File: config.mk
export PLATFORM = sky130hd
export DESIGN_NAME = hdbn_line_encoder_top
export DESIGN_NICKNAME = d
export VERILOG_FILES = /design/src/hdl/hdbn_pkg.sv /design/src/hdl/hdbn_cell.sv /design/src/hdl/hdbn_line_encoder_top.sv
export SDC_FILE = /design/constraint.sdc
export NUM_CORES = 1
export LEC_CHECK = 0
export BUFFER_PORTS_ARGS = -buffer_cell sky130_fd_sc_hd__buf_4
export CAP_MARGIN = 25
export CORE_AREA = 2 2 65 67
export CTS_BUF_LIST = sky130_fd_sc_hd__clkbuf_4 sky130_fd_sc_hd__clkbuf_8 sky130_fd_sc_hd__clkbuf_16
export DETAILED_ROUTE_END_ITERATION = 10
export DIE_AREA = 0 0 67 69
export HOLD_SLACK_MARGIN = 0.15
export PLACE_DENSITY = 0.88
export SYNTH_ARGS = -nofsm -noshare
export SYNTH_HDL_FRONTEND = slang
export SYNTH_SLANG_ARGS = --single-unit
export TNS_END_PERCENT = 100
File: constraint.sdc
create_clock -name clock -period 3.3 [get_ports clock]
set_input_delay 0.33 -clock clock [delete_from_list [all_inputs] [get_ports clock]]
set_output_delay 0.33 -clock clock [all_outputs]
set_load 0.005 [all_outputs]
File: src/hdl/hdbn_pkg.sv
// ----------------------------------------------------------------------------
// HDBn encoder package
// Shared types and constants of the HDBn line encoder and its delay cells.
// ----------------------------------------------------------------------------
`default_nettype none

package hdbn_pkg;

   // Configuration register width and reset value (HDB3).
   localparam int CFG_W = 3;
   localparam logic [CFG_W-1:0] ZERO_LIMIT_RESET = 3'd3;

   // Default longest delay the line is built for.
   localparam int MAX_RUN_DEFAULT = 7;

   // Ternary line symbols.
   typedef logic signed [1:0] symbol_type;
   localparam symbol_type SYM_ZERO = 2'sb00;
   localparam symbol_type SYM_POS  = 2'sb01;
   localparam symbol_type SYM_NEG  = 2'sb11;

   // Input actions.
   localparam logic ACTION_PUSH  = 1'b0;
   localparam logic ACTION_DRAIN = 1'b1;

   typedef struct packed {
      logic action;
      logic data_bit;
   } req_item_type;

   typedef struct packed {
      symbol_type symbol;
      logic       valid_res;
      logic       last;
   } rsp_item_type;

   // Controls broadcast to every cell of the delay line.
   typedef struct packed {
      logic       shift;
      logic       clear;
      symbol_type wr_sym;
      symbol_type bal_sym;
   } cell_ctl_type;

endpackage

`default_nettype wire

File: src/hdl/hdbn_cell.sv
// ----------------------------------------------------------------------------
// HDBn delay cell
// One symbol slot of the delay line: takes a new or balancing symbol and
// shifts toward the output end.
// ----------------------------------------------------------------------------
`default_nettype none

module hdbn_cell
   import hdbn_pkg::*;
(
   input  wire logic         clock,
   input  wire logic         reset,
   input  wire cell_ctl_type ctl,
   input  wire logic         wr_sel,
   input  wire logic         bal_sel,
   input  wire symbol_type   upper_sym,
   output      symbol_type   post_sym
);

   symbol_type sym_ff;
   symbol_type sym_in;

   // The value after this beat's writes is what the lower neighbor shifts in.
   always_comb begin
      if (bal_sel) begin
         post_sym = ctl.bal_sym;
      end else if (wr_sel) begin
         post_sym = ctl.wr_sym;
      end else begin
         post_sym = sym_ff;
      end
   end

   always_comb begin
      if (ctl.clear) begin
         sym_in = SYM_ZERO;
      end else if (ctl.shift) begin
         sym_in = upper_sym;
      end else begin
         sym_in = post_sym;
      end
   end

   always_ff @(posedge clock) begin
      if (reset) begin
         sym_ff <= SYM_ZERO;
      end else begin
         sym_ff <= sym_in;
      end
   end

endmodule

`default_nettype wire

File: src/hdl/hdbn_line_encoder_top.sv
// A result beat is registered and appears on rsp in the cycle after its request beat is accepted.
// Throughput: one beat per cycle; a request is taken in the cycle the previous result
// leaves, and a stalled result holds off the request side.
// The line symbol in a result lags its data bit by n beats (n = zero limit).
// Reset (synchronous, active high) empties the delay line, clears the coder
// state and sets the zero limit to 3 (HDB3).
// ----------------------------------------------------------------------------
// HDBn line encoder
// Alternate mark inversion with n+1 zero substitution through a chain of
// delay cells, plus frame drain.
// ----------------------------------------------------------------------------
`default_nettype none

module hdbn_line_encoder_top
   import hdbn_pkg::*;
#(
   parameter int MAX_RUN = MAX_RUN_DEFAULT
)
(
   input  wire logic             clock,
   input  wire logic             reset,
   input  wire logic             req_valid,
   output      logic             req_ready,
   input  wire req_item_type     req_item,
   output      logic             rsp_valid,
   input  wire logic             rsp_ready,
   output      rsp_item_type     rsp_item,
   input  wire logic             csr_write_enable,
   input  wire logic [CFG_W-1:0] csr_write_data
);

   localparam int DEPTH = MAX_RUN + 1;
   localparam int IDX_W = $clog2(DEPTH);
   localparam int CW    = IDX_W + 4;

   logic [CFG_W-1:0] zero_limit_ff;
   logic [IDX_W-1:0] held_ff, held_in;
   logic [IDX_W-1:0] run_ff, run_in;
   logic             mark_neg_ff, mark_neg_in;
   logic             viol_pos_ff, viol_pos_in;
   logic             rsp_valid_ff, rsp_valid_in;
   rsp_item_type     rsp_item_ff, rsp_item_in;

   logic             accept;
   logic             is_drain;
   logic [CW-1:0]    limit_cw, ne_cw, held_cw, run_next_cw, bal_idx_cw;
   logic             viol;
   logic             bal_en;
   logic             pop;
   logic             clear_cond;
   symbol_type       push_sym, viol_sym;
   cell_ctl_type     cell_ctl;
   logic [DEPTH-1:0] wr_sel, bal_sel;
   symbol_type       sym_post [0:DEPTH];

   assign accept    = req_valid && req_ready;
   assign req_ready = !rsp_valid_ff || rsp_ready;
   assign rsp_valid = rsp_valid_ff;
   assign rsp_item  = rsp_item_ff;
   assign is_drain  = (req_item.action == ACTION_DRAIN);

   // Effective limit, kept between 1 and MAX_RUN.
   always_comb begin
      limit_cw = CW'(zero_limit_ff);
      if (limit_cw == '0) begin
         ne_cw = CW'(1);
      end else if (limit_cw > CW'(MAX_RUN)) begin
         ne_cw = CW'(MAX_RUN);
      end else begin
         ne_cw = limit_cw;
      end
   end

   always_comb begin
      held_cw     = CW'(held_ff);
      run_next_cw = CW'(run_ff) + CW'(1);
      bal_idx_cw  = held_cw - ne_cw;
      viol_sym    = viol_pos_ff ? SYM_NEG : SYM_POS;
      viol        = !req_item.data_bit && (run_next_cw >= ne_cw + CW'(1));
      // The balancing pulse replaces the run's first zero, which must still be held.
      bal_en      = viol && (mark_neg_ff == !viol_pos_ff) && (held_cw >= ne_cw);
      pop         = (held_cw + CW'(1)) > ne_cw;
      clear_cond  = (held_ff == '0) || (held_ff == IDX_W'(1));
      if (req_item.data_bit) begin
         push_sym = mark_neg_ff ? SYM_POS : SYM_NEG;
      end else if (viol) begin
         push_sym = viol_sym;
      end else begin
         push_sym = SYM_ZERO;
      end
   end

   always_comb begin
      cell_ctl.wr_sym  = push_sym;
      cell_ctl.bal_sym = viol_sym;
      cell_ctl.shift   = accept && (is_drain ? (held_ff != '0) : pop);
      cell_ctl.clear   = accept && is_drain && clear_cond;
      for (int k = 0; k < DEPTH; k++) begin
         wr_sel[k]  = accept && !is_drain && (held_ff == IDX_W'(k));
         bal_sel[k] = accept && !is_drain && bal_en && (bal_idx_cw[IDX_W-1:0] == IDX_W'(k));
      end
   end

   assign sym_post[DEPTH] = SYM_ZERO;

   for (genvar k = 0; k < DEPTH; k++) begin : g_cell
      hdbn_cell u_cell (
         .clock     (clock),
         .reset     (reset),
         .ctl       (cell_ctl),
         .wr_sel    (wr_sel[k]),
         .bal_sel   (bal_sel[k]),
         .upper_sym (sym_post[k+1]),
         .post_sym  (sym_post[k])
      );
   end

   // Coder state and result beat.
   always_comb begin
      held_in     = held_ff;
      run_in      = run_ff;
      mark_neg_in = mark_neg_ff;
      viol_pos_in = viol_pos_ff;
      rsp_item_in = rsp_item_ff;
      if (accept) begin
         rsp_item_in.symbol    = SYM_ZERO;
         rsp_item_in.valid_res = 1'b0;
         rsp_item_in.last      = 1'b0;
         if (is_drain) begin
            if (held_ff != '0) begin
               rsp_item_in.symbol    = sym_post[0];
               rsp_item_in.valid_res = 1'b1;
               rsp_item_in.last      = (held_ff == IDX_W'(1));
               held_in               = held_ff - IDX_W'(1);
            end
            if (clear_cond) begin
               held_in     = '0;
               run_in      = '0;
               mark_neg_in = 1'b1;
               viol_pos_in = 1'b0;
            end
         end else begin
            if (req_item.data_bit) begin
               run_in      = '0;
               mark_neg_in = !mark_neg_ff;
            end else if (viol) begin
               run_in      = '0;
               viol_pos_in = !viol_pos_ff;
               if (bal_en) begin
                  mark_neg_in = viol_pos_ff;
               end
            end else begin
               run_in = run_next_cw[IDX_W-1:0];
            end
            if (pop) begin
               rsp_item_in.symbol    = sym_post[0];
               rsp_item_in.valid_res = 1'b1;
            end else begin
               held_in = held_ff + IDX_W'(1);
            end
         end
      end
      rsp_valid_in = accept || (rsp_valid_ff && !rsp_ready);
   end

   always_ff @(posedge clock) begin
      if (reset) begin
         zero_limit_ff <= ZERO_LIMIT_RESET;
         held_ff       <= '0;
         run_ff        <= '0;
         mark_neg_ff   <= 1'b1;
         viol_pos_ff   <= 1'b0;
         rsp_valid_ff  <= 1'b0;
      end else begin
         if (csr_write_enable) begin
            zero_limit_ff <= csr_write_data;
         end
         held_ff      <= held_in;
         run_ff       <= run_in;
         mark_neg_ff  <= mark_neg_in;
         viol_pos_ff  <= viol_pos_in;
         rsp_valid_ff <= rsp_valid_in;
      end
   end

   always_ff @(posedge clock) begin
      rsp_item_ff <= rsp_item_in;
   end

   // A drain of the final held symbol flags the frame end and empties the line.
   a_drain_last: assert property (@(posedge clock) disable iff (reset)
      accept && is_drain && (held_ff == IDX_W'(1))
      |=> (held_ff == '0) && rsp_valid && rsp_item.last)
      else $error("final drain did not close the frame");

   a_last_is_real: assert property (@(posedge clock) disable iff (reset)
      rsp_valid && rsp_item.last |-> rsp_item.valid_res)
      else $error("frame end flagged on a fill beat");

   a_accept_gives_beat: assert property (@(posedge clock) disable iff (reset)
      accept |=> rsp_valid)
      else $error("accepted beat produced no result");

   a_fill_grows: assert property (@(posedge clock) disable iff (reset)
      accept && !is_drain && !pop |=> held_ff == $past(held_ff) + IDX_W'(1))
      else $error("fill count did not advance");

endmodule

`default_nettype wire
# Word level (Yosys, flattened, before mapping)
# Index checks and enable logic that the tools add are counted.
[word_totals]
out_inout_bits = 6
regBits = 32
[op_classes]
order_cmp = 3
reduce_logical = 49
n_eq_ne = 19
add_sub_neg = 6
n_mux = 49
[op_table]
columns = ["op", "n"]
rows = [
  ["2-bit two-way mux", 27],
  ["3-bit two-way mux", 11],
  ["1-bit logical AND", 26],
  ["3-bit == test, second input constant", 8],
  ["3-bit by 1-bit adder with 4-bit output, second input constant", 3],
  ["3-bit by 2-bit == test with 1-bit output, second input constant", 4],
  ["1-bit two-way mux", 10],
  ["3-bit zero test", 3],
  ["3-bit nonzero test", 3],
  ["4-bit AND reduction", 2],
  ["3-bit by 1-bit == test with 1-bit output, second input constant", 2],
  ["1-bit zero test", 6],
  ["4-bit greater-or-equal comparator", 1],
  ["4-bit by 3-bit > comparator with 1-bit output", 1],
  ["4-bit two-way mux", 1],
  ["2-bit by 1-bit inequality test with 1-bit output, second input constant", 2],
  ["2-bit AND reduction", 2],
  ["3-bit by 1-bit adder with 3-bit output, second input constant", 1],
  ["3-bit greater-or-equal comparator", 1],
  ["1-bit logical OR", 3],
  ["3-bit by 1-bit inequality test with 1-bit output, second input constant", 1],
  ["3-bit AND reduction", 1],
  ["3-bit OR reduction", 1],
  ["3-bit by 1-bit subtractor with 3-bit output, second input constant", 1],
  ["5 further kinds", 5],
]

# Logic depth before layout (Yosys ltp)
[depth]
depth_word = 12
depth_mapped = 12

# Hierarchy
# Synthesis repeated with hierarchy kept, for this count alone.
[hier_totals]
cells_unflattened = 295
area_unflattened_um2 = 2593.7
[modules_own_cells]
columns = ["mod", "area_per_inst_um2", "seq_area_each_um2", "instances", "cells_per_inst"]
rows = [
  ["hdbn_line_encoder_top", 1502.7, 360.3, 1, 175],
  ["hdbn_cell", 136.4, 40.0, 8, 15],
]

# Least setup slack after synthesis
# Ideal clock, no wire load.
[synth_timing]
path_type = "flip-flop to flip-flop"
startpoint = "register zero_limit_ff[1]"
endpoint = "register g_cell[6].u_cell.sym_ff[1]"
arrival_time_ns = 2.510
path_stages_with_launch = 12
path_slack_ns = 0.661
path_buffers = 2
path_cell_list = "dfxtp_1 -> buf_4 -> o21bai_1 -> inv_1 -> ha_1 -> nand2b_1 -> a2111oi_4 -> or4_1 -> buf_4 -> nor3_4 -> mux2i_1 -> o22ai_2"
[synth_via]
elab_chain_len = 11
[synth_rtl]
columns = ["item", "line_no", "text"]
rows = [
  ["from (decl)", "hdbn_line_encoder_top.sv:36", "logic [CFG_W-1:0] zero_limit_ff;"],
  ["from (signal assigned)", "hdbn_line_encoder_top.sv:176", "zero_limit_ff <= csr_write_data;"],
  ["3-bit zero test", "hdbn_line_encoder_top.sv:65", "if (limit_cw == '0) begin"],
  ["3-bit two-way mux (*)", "hdbn_line_encoder_top.sv:65", ""],
  ["branches (longest 8 deep; another with 3-bit by 1-bit adder with 4-bit output)", "-", ""],
  ["2-bit two-way mux (*)", "hdbn_cell.sv:37", "end else if (ctl.shift) begin"],
  ["to (signal assigned)", "hdbn_cell.sv:48", "sym_ff <= sym_in;"],
  ["to (decl)", "hdbn_cell.sv:20", "symbol_type sym_ff;"],
]
# Every way passes the cells marked *.
# A chain may end at the register's enable or synchronous reset.

# Final worst setup path
[layout_timing]
startpoint = "register zero_limit_ff[1]"
endpoint = "register rsp_item_ff, in the netlist rsp_item[2], data pin"
[layout_via]
elab_chain_len = 12
[layout_rtl]
columns = ["item", "line_no", "text"]
rows = [
  ["3-bit zero test", "hdbn_line_encoder_top.sv:65", ""],
  ["3-bit two-way mux (*)", "hdbn_line_encoder_top.sv:65", ""],
  ["branches (longest 9 deep; another with 3-bit by 1-bit adder with 4-bit output)", "-", ""],
  ["3-bit two-way mux (*)", "hdbn_line_encoder_top.sv:129", "if (is_drain) begin"],
  ["to (signal assigned)", "hdbn_line_encoder_top.sv:187", "rsp_item_ff <= rsp_item_in;"],
  ["to (decl)", "hdbn_line_encoder_top.sv:42", "rsp_item_type rsp_item_ff, rsp_item_in;"],
]
# Marked as above.

==> impl_metrics.toml <==
[logic_synthesis]
syn_inst = 253
synth_compound_area_share_pct = 19.2
async_reset_ff_share_pct = 0
main_flop_type_after_synthesis = "dfxtp_1"
postSynthAreaPerCell_um2 = 9.03
synth_largest_area_cell = "dfxtp_1"
synth-seq-cells = 32
synth.distinct_cells = 62
netlist_top_cells_count = "nor2_1 (30), dfxtp_1 (28), ha_1 (18)"
synth_top_family_by_area = "simple AND/OR/NAND/NOR gates"
muxShareOfSynthArea_pct = 9.15
postSynthNetCount = 281
synth_adder_area_share_pct = 9.86
yosysWarningCount = 0
post_synth_and_or_nand_nor_area_fraction_pct = 22.5
yosysTopAreaCellShare_pct = 24.5
synth_xor_xnor_area_share_pct = 3.78
synthesis.area_um2 = 2280
yosysSeqAreaShare_pct = 29.8
ys_top_cells_by_area = "dfxtp_1 (25%), ha_1 (9.9%), mux2_2 (6.9%), edfxtp_1 (5.3%), nor2_1 (4.9%)"
post-synth-top-count-cell = "nor2_1"
synth-edff-count = 4

[sta]
timing.final.setup_violations = 0
slew_headroom_pct = 46.1
final-hold-violation-count = 0
min_period_over_period_pct = 89.3
slew_viol_final = 0
grt_setup_unrepaired = "no"
min_cycle_time_layout_ps = 2950
totalNegativeSetupSlack_ps = 0
finClkSkew_ps = 4.03
max_freq_mhz = 339
tightestPinTransition_ps = 800

[cts]
post_cts.resized_instances = 0
cts.sinks = 32
clk_root_buffer_cell = "clkbuf_8"
cts_hold_buffers = 0
cts-root-to-sink-buffers = 2
cts_max_level = 2
postCtsSetupRepairBufs = 0
cts.reportedPaths.clkPinSlew_ps = 70
clock_tree_from_tritoncts = "yes"
clock_latency_of_the_later_clocked_register_in_the_worst_skew_pair_ps = 290
cts_buffers = 5

[global_route]
antenna_found_initial = 0
number_of_global_route_vias_before_repair = 1898
grt_start_max_net_pins = 12
groute.usage.overall_pct = 24.7
grt_first_pass_wirelength_mm = 8.79
grt_remaining_overflow = 0

[finish]
final_cell_count_no_fill = 317
multiInputGateArea_um2 = 1480
share_of_post_route_cells_with_drive_strength_above_1_pct = 25.5
area_growth_syn_to_layout_pct = 10.5
antenna-diode-count = 0
fillers = 311
sequential_cell_area_um2 = 681
nNetsFinal = 294
final_area_um2 = 2520

[route]
first_pass_iters = 4
viasPerCell = 6.08
drt_iter0_markers = 157
drt.antenna.violating_nets = 0
dr_total_vias = 1927
route.detailed.drc = 0
route.final.wire_length_mm = 5.20
wl_per_cell_um = 16.4

[die]
die_x_um = 67
die_area_um2 = 4620
fp.dieH_um = 69
fp-row-count = 23
placeableCoreArea_um2 = 3910
effective_utilization_at_floorplan_pct = 58.4
ioPinCount = 16

[hold_path]
hold_path_class = "primary input to flop"
hold_path.startpoint = "csr_write_data[0]"

[placed_design]
placement.io_buffers = 15
hpwl_mm = 3.83
gp_congestion = 0.814
post_dp_cell_area_um2 = 2410
placedCellCount = 309

[setup_path]
slowest_delay_ps = 460
worst-setup-path-type = "flop to flop"
worstPathCellList = "o21bai_2 > inv_1 > ha_1 > nand2b_1 > a2111oi_4 > o21bai_1 > nor2b_1 > a211oi_1 > nor2_1"
endpoint_kind = "flop"
worst_setup_path_startpoint = "zero_limit_ff[1]$_SDFFE_PP1P_"
critical_path.top_delay_family = "compound AO/OA/AOI/OAI gates"
worstSetupStartpointType = "flop"
timing.critical_path.arrival_ps = 2980
crit_path_max_fanout = 11
worstPathBufferInverterCount = 1
reg2reg_from = "zero_limit_ff[1]$_SDFFE_PP1P_"
critPathSlowestCell = "a2111oi_4"
critPathRequiredTime_ps = 3340

[flow_run]
max_cap_violations = 0

[power]
vdd_ir_drop_max_mv = 0.219
cellPowerDensity_nw_per_um2 = 417
cellLeakagePower_uw = 0.00101

[outcome]
outcome = "finished, final reports clean"
==> logic make-up after synthesis <==
kind of cell | after synthesis
compound gates | 56
xor+xnor | 9
fa+ha+maj | 18
buf+inv | 28
flops | 32
mux | 19
simple gates | 91
==> per-layer routing <==
layer | GRT usage, % | part of all wire [%] | vias up
met3 | 5.71 | 5.4 | 13
li1 | - | - | 938
met4 | 9.75 | 2.3 | 0
met5 | 0 | 0 | -
met1 | 30.3 | 42 | 915
met2 | 40.9 | 50 | 61
==> final cells by class <==
type                            instances  share of cell area (%)
Clock inverter                          2                    1.39
Tap cell                               50                    2.48
Timing Repair Buffer                   17                    5.05
Inverter                               17                    2.63
Sequential cell                        32                    27.0
Clock buffer                            6                    3.02
Multi-Input combinational cell        193                    58.5
==> power by group <==
part / switching (uW) / internal (uW)
clock: 154 / 232
sequential: 16.1 / 412
combinational: 143 / 94.2
==> layout by cell type, fill, tap and decap left out, types with 3 or more instances in the layout <==
master	n
nor2_1	30
nor3_2	6
a211oi_1	8
o22ai_1	7
edfxtp_1	4
o211ai_1	4
nand2_1	12
inv_2	3
o21ai_1	4
buf_4	17
ha_1	18
xnor2_1	6
inv_1	11
nand2b_1	5
o21ai_0	3
o2bb2ai_1	4
nor2b_1	4
nand3_1	5
mux2i_1	4
mux2_2	14
clkinv_2	3
nor3_1	11
a21oi_1	6
dfxtp_1	28
or3_1	3
clkbuf_8	5
==> per-stage QoR <==
step / setup slack, ps / power [uW] / util [%] / hold slack (ps)
finish: 354 / 1050 / 64.5 / 254
global route: 141 / 1100 / 64.5 / 286
CTS: 193 / 1050 / 64.4 / 259
detailed placement: 268 / 670 / 61.6 / 512
global placement: 483 / 660 / 61.6 / 492
floorplan: 661 / 612 / - / 456
==> registers in the layout, indices dropped and copies added (netlist names), named ones only <==
signal and cells:
g_cell.u_cell.sym_ff 15, rsp_valid 1, zero_limit_ff 3, run_ff 3
rsp_item 4, held_ff 3, mark_neg_ff 1, viol_pos_ff 1
==> path summary, 6_finish.rpt <==
check / cells after the start / end / slack, ps
worst max-delay path: 9 / rsp_item[2]$_DFFE_PP_ / 350
worst min-delay path: 3 / zero_limit_ff[0]$_SDFFE_PP1P_ / 250
worst max register to register: 9 / rsp_item[2]$_DFFE_PP_ / 350
worst min register to register: 2 / zero_limit_ff[0]$_SDFFE_PP1P_ / 520
==> tightest hold or removal path: stages <==
cell     delay, ps
buf_4           80
mux2i_1         50
nand2_1         60
(Power assumes the default switching activity.)
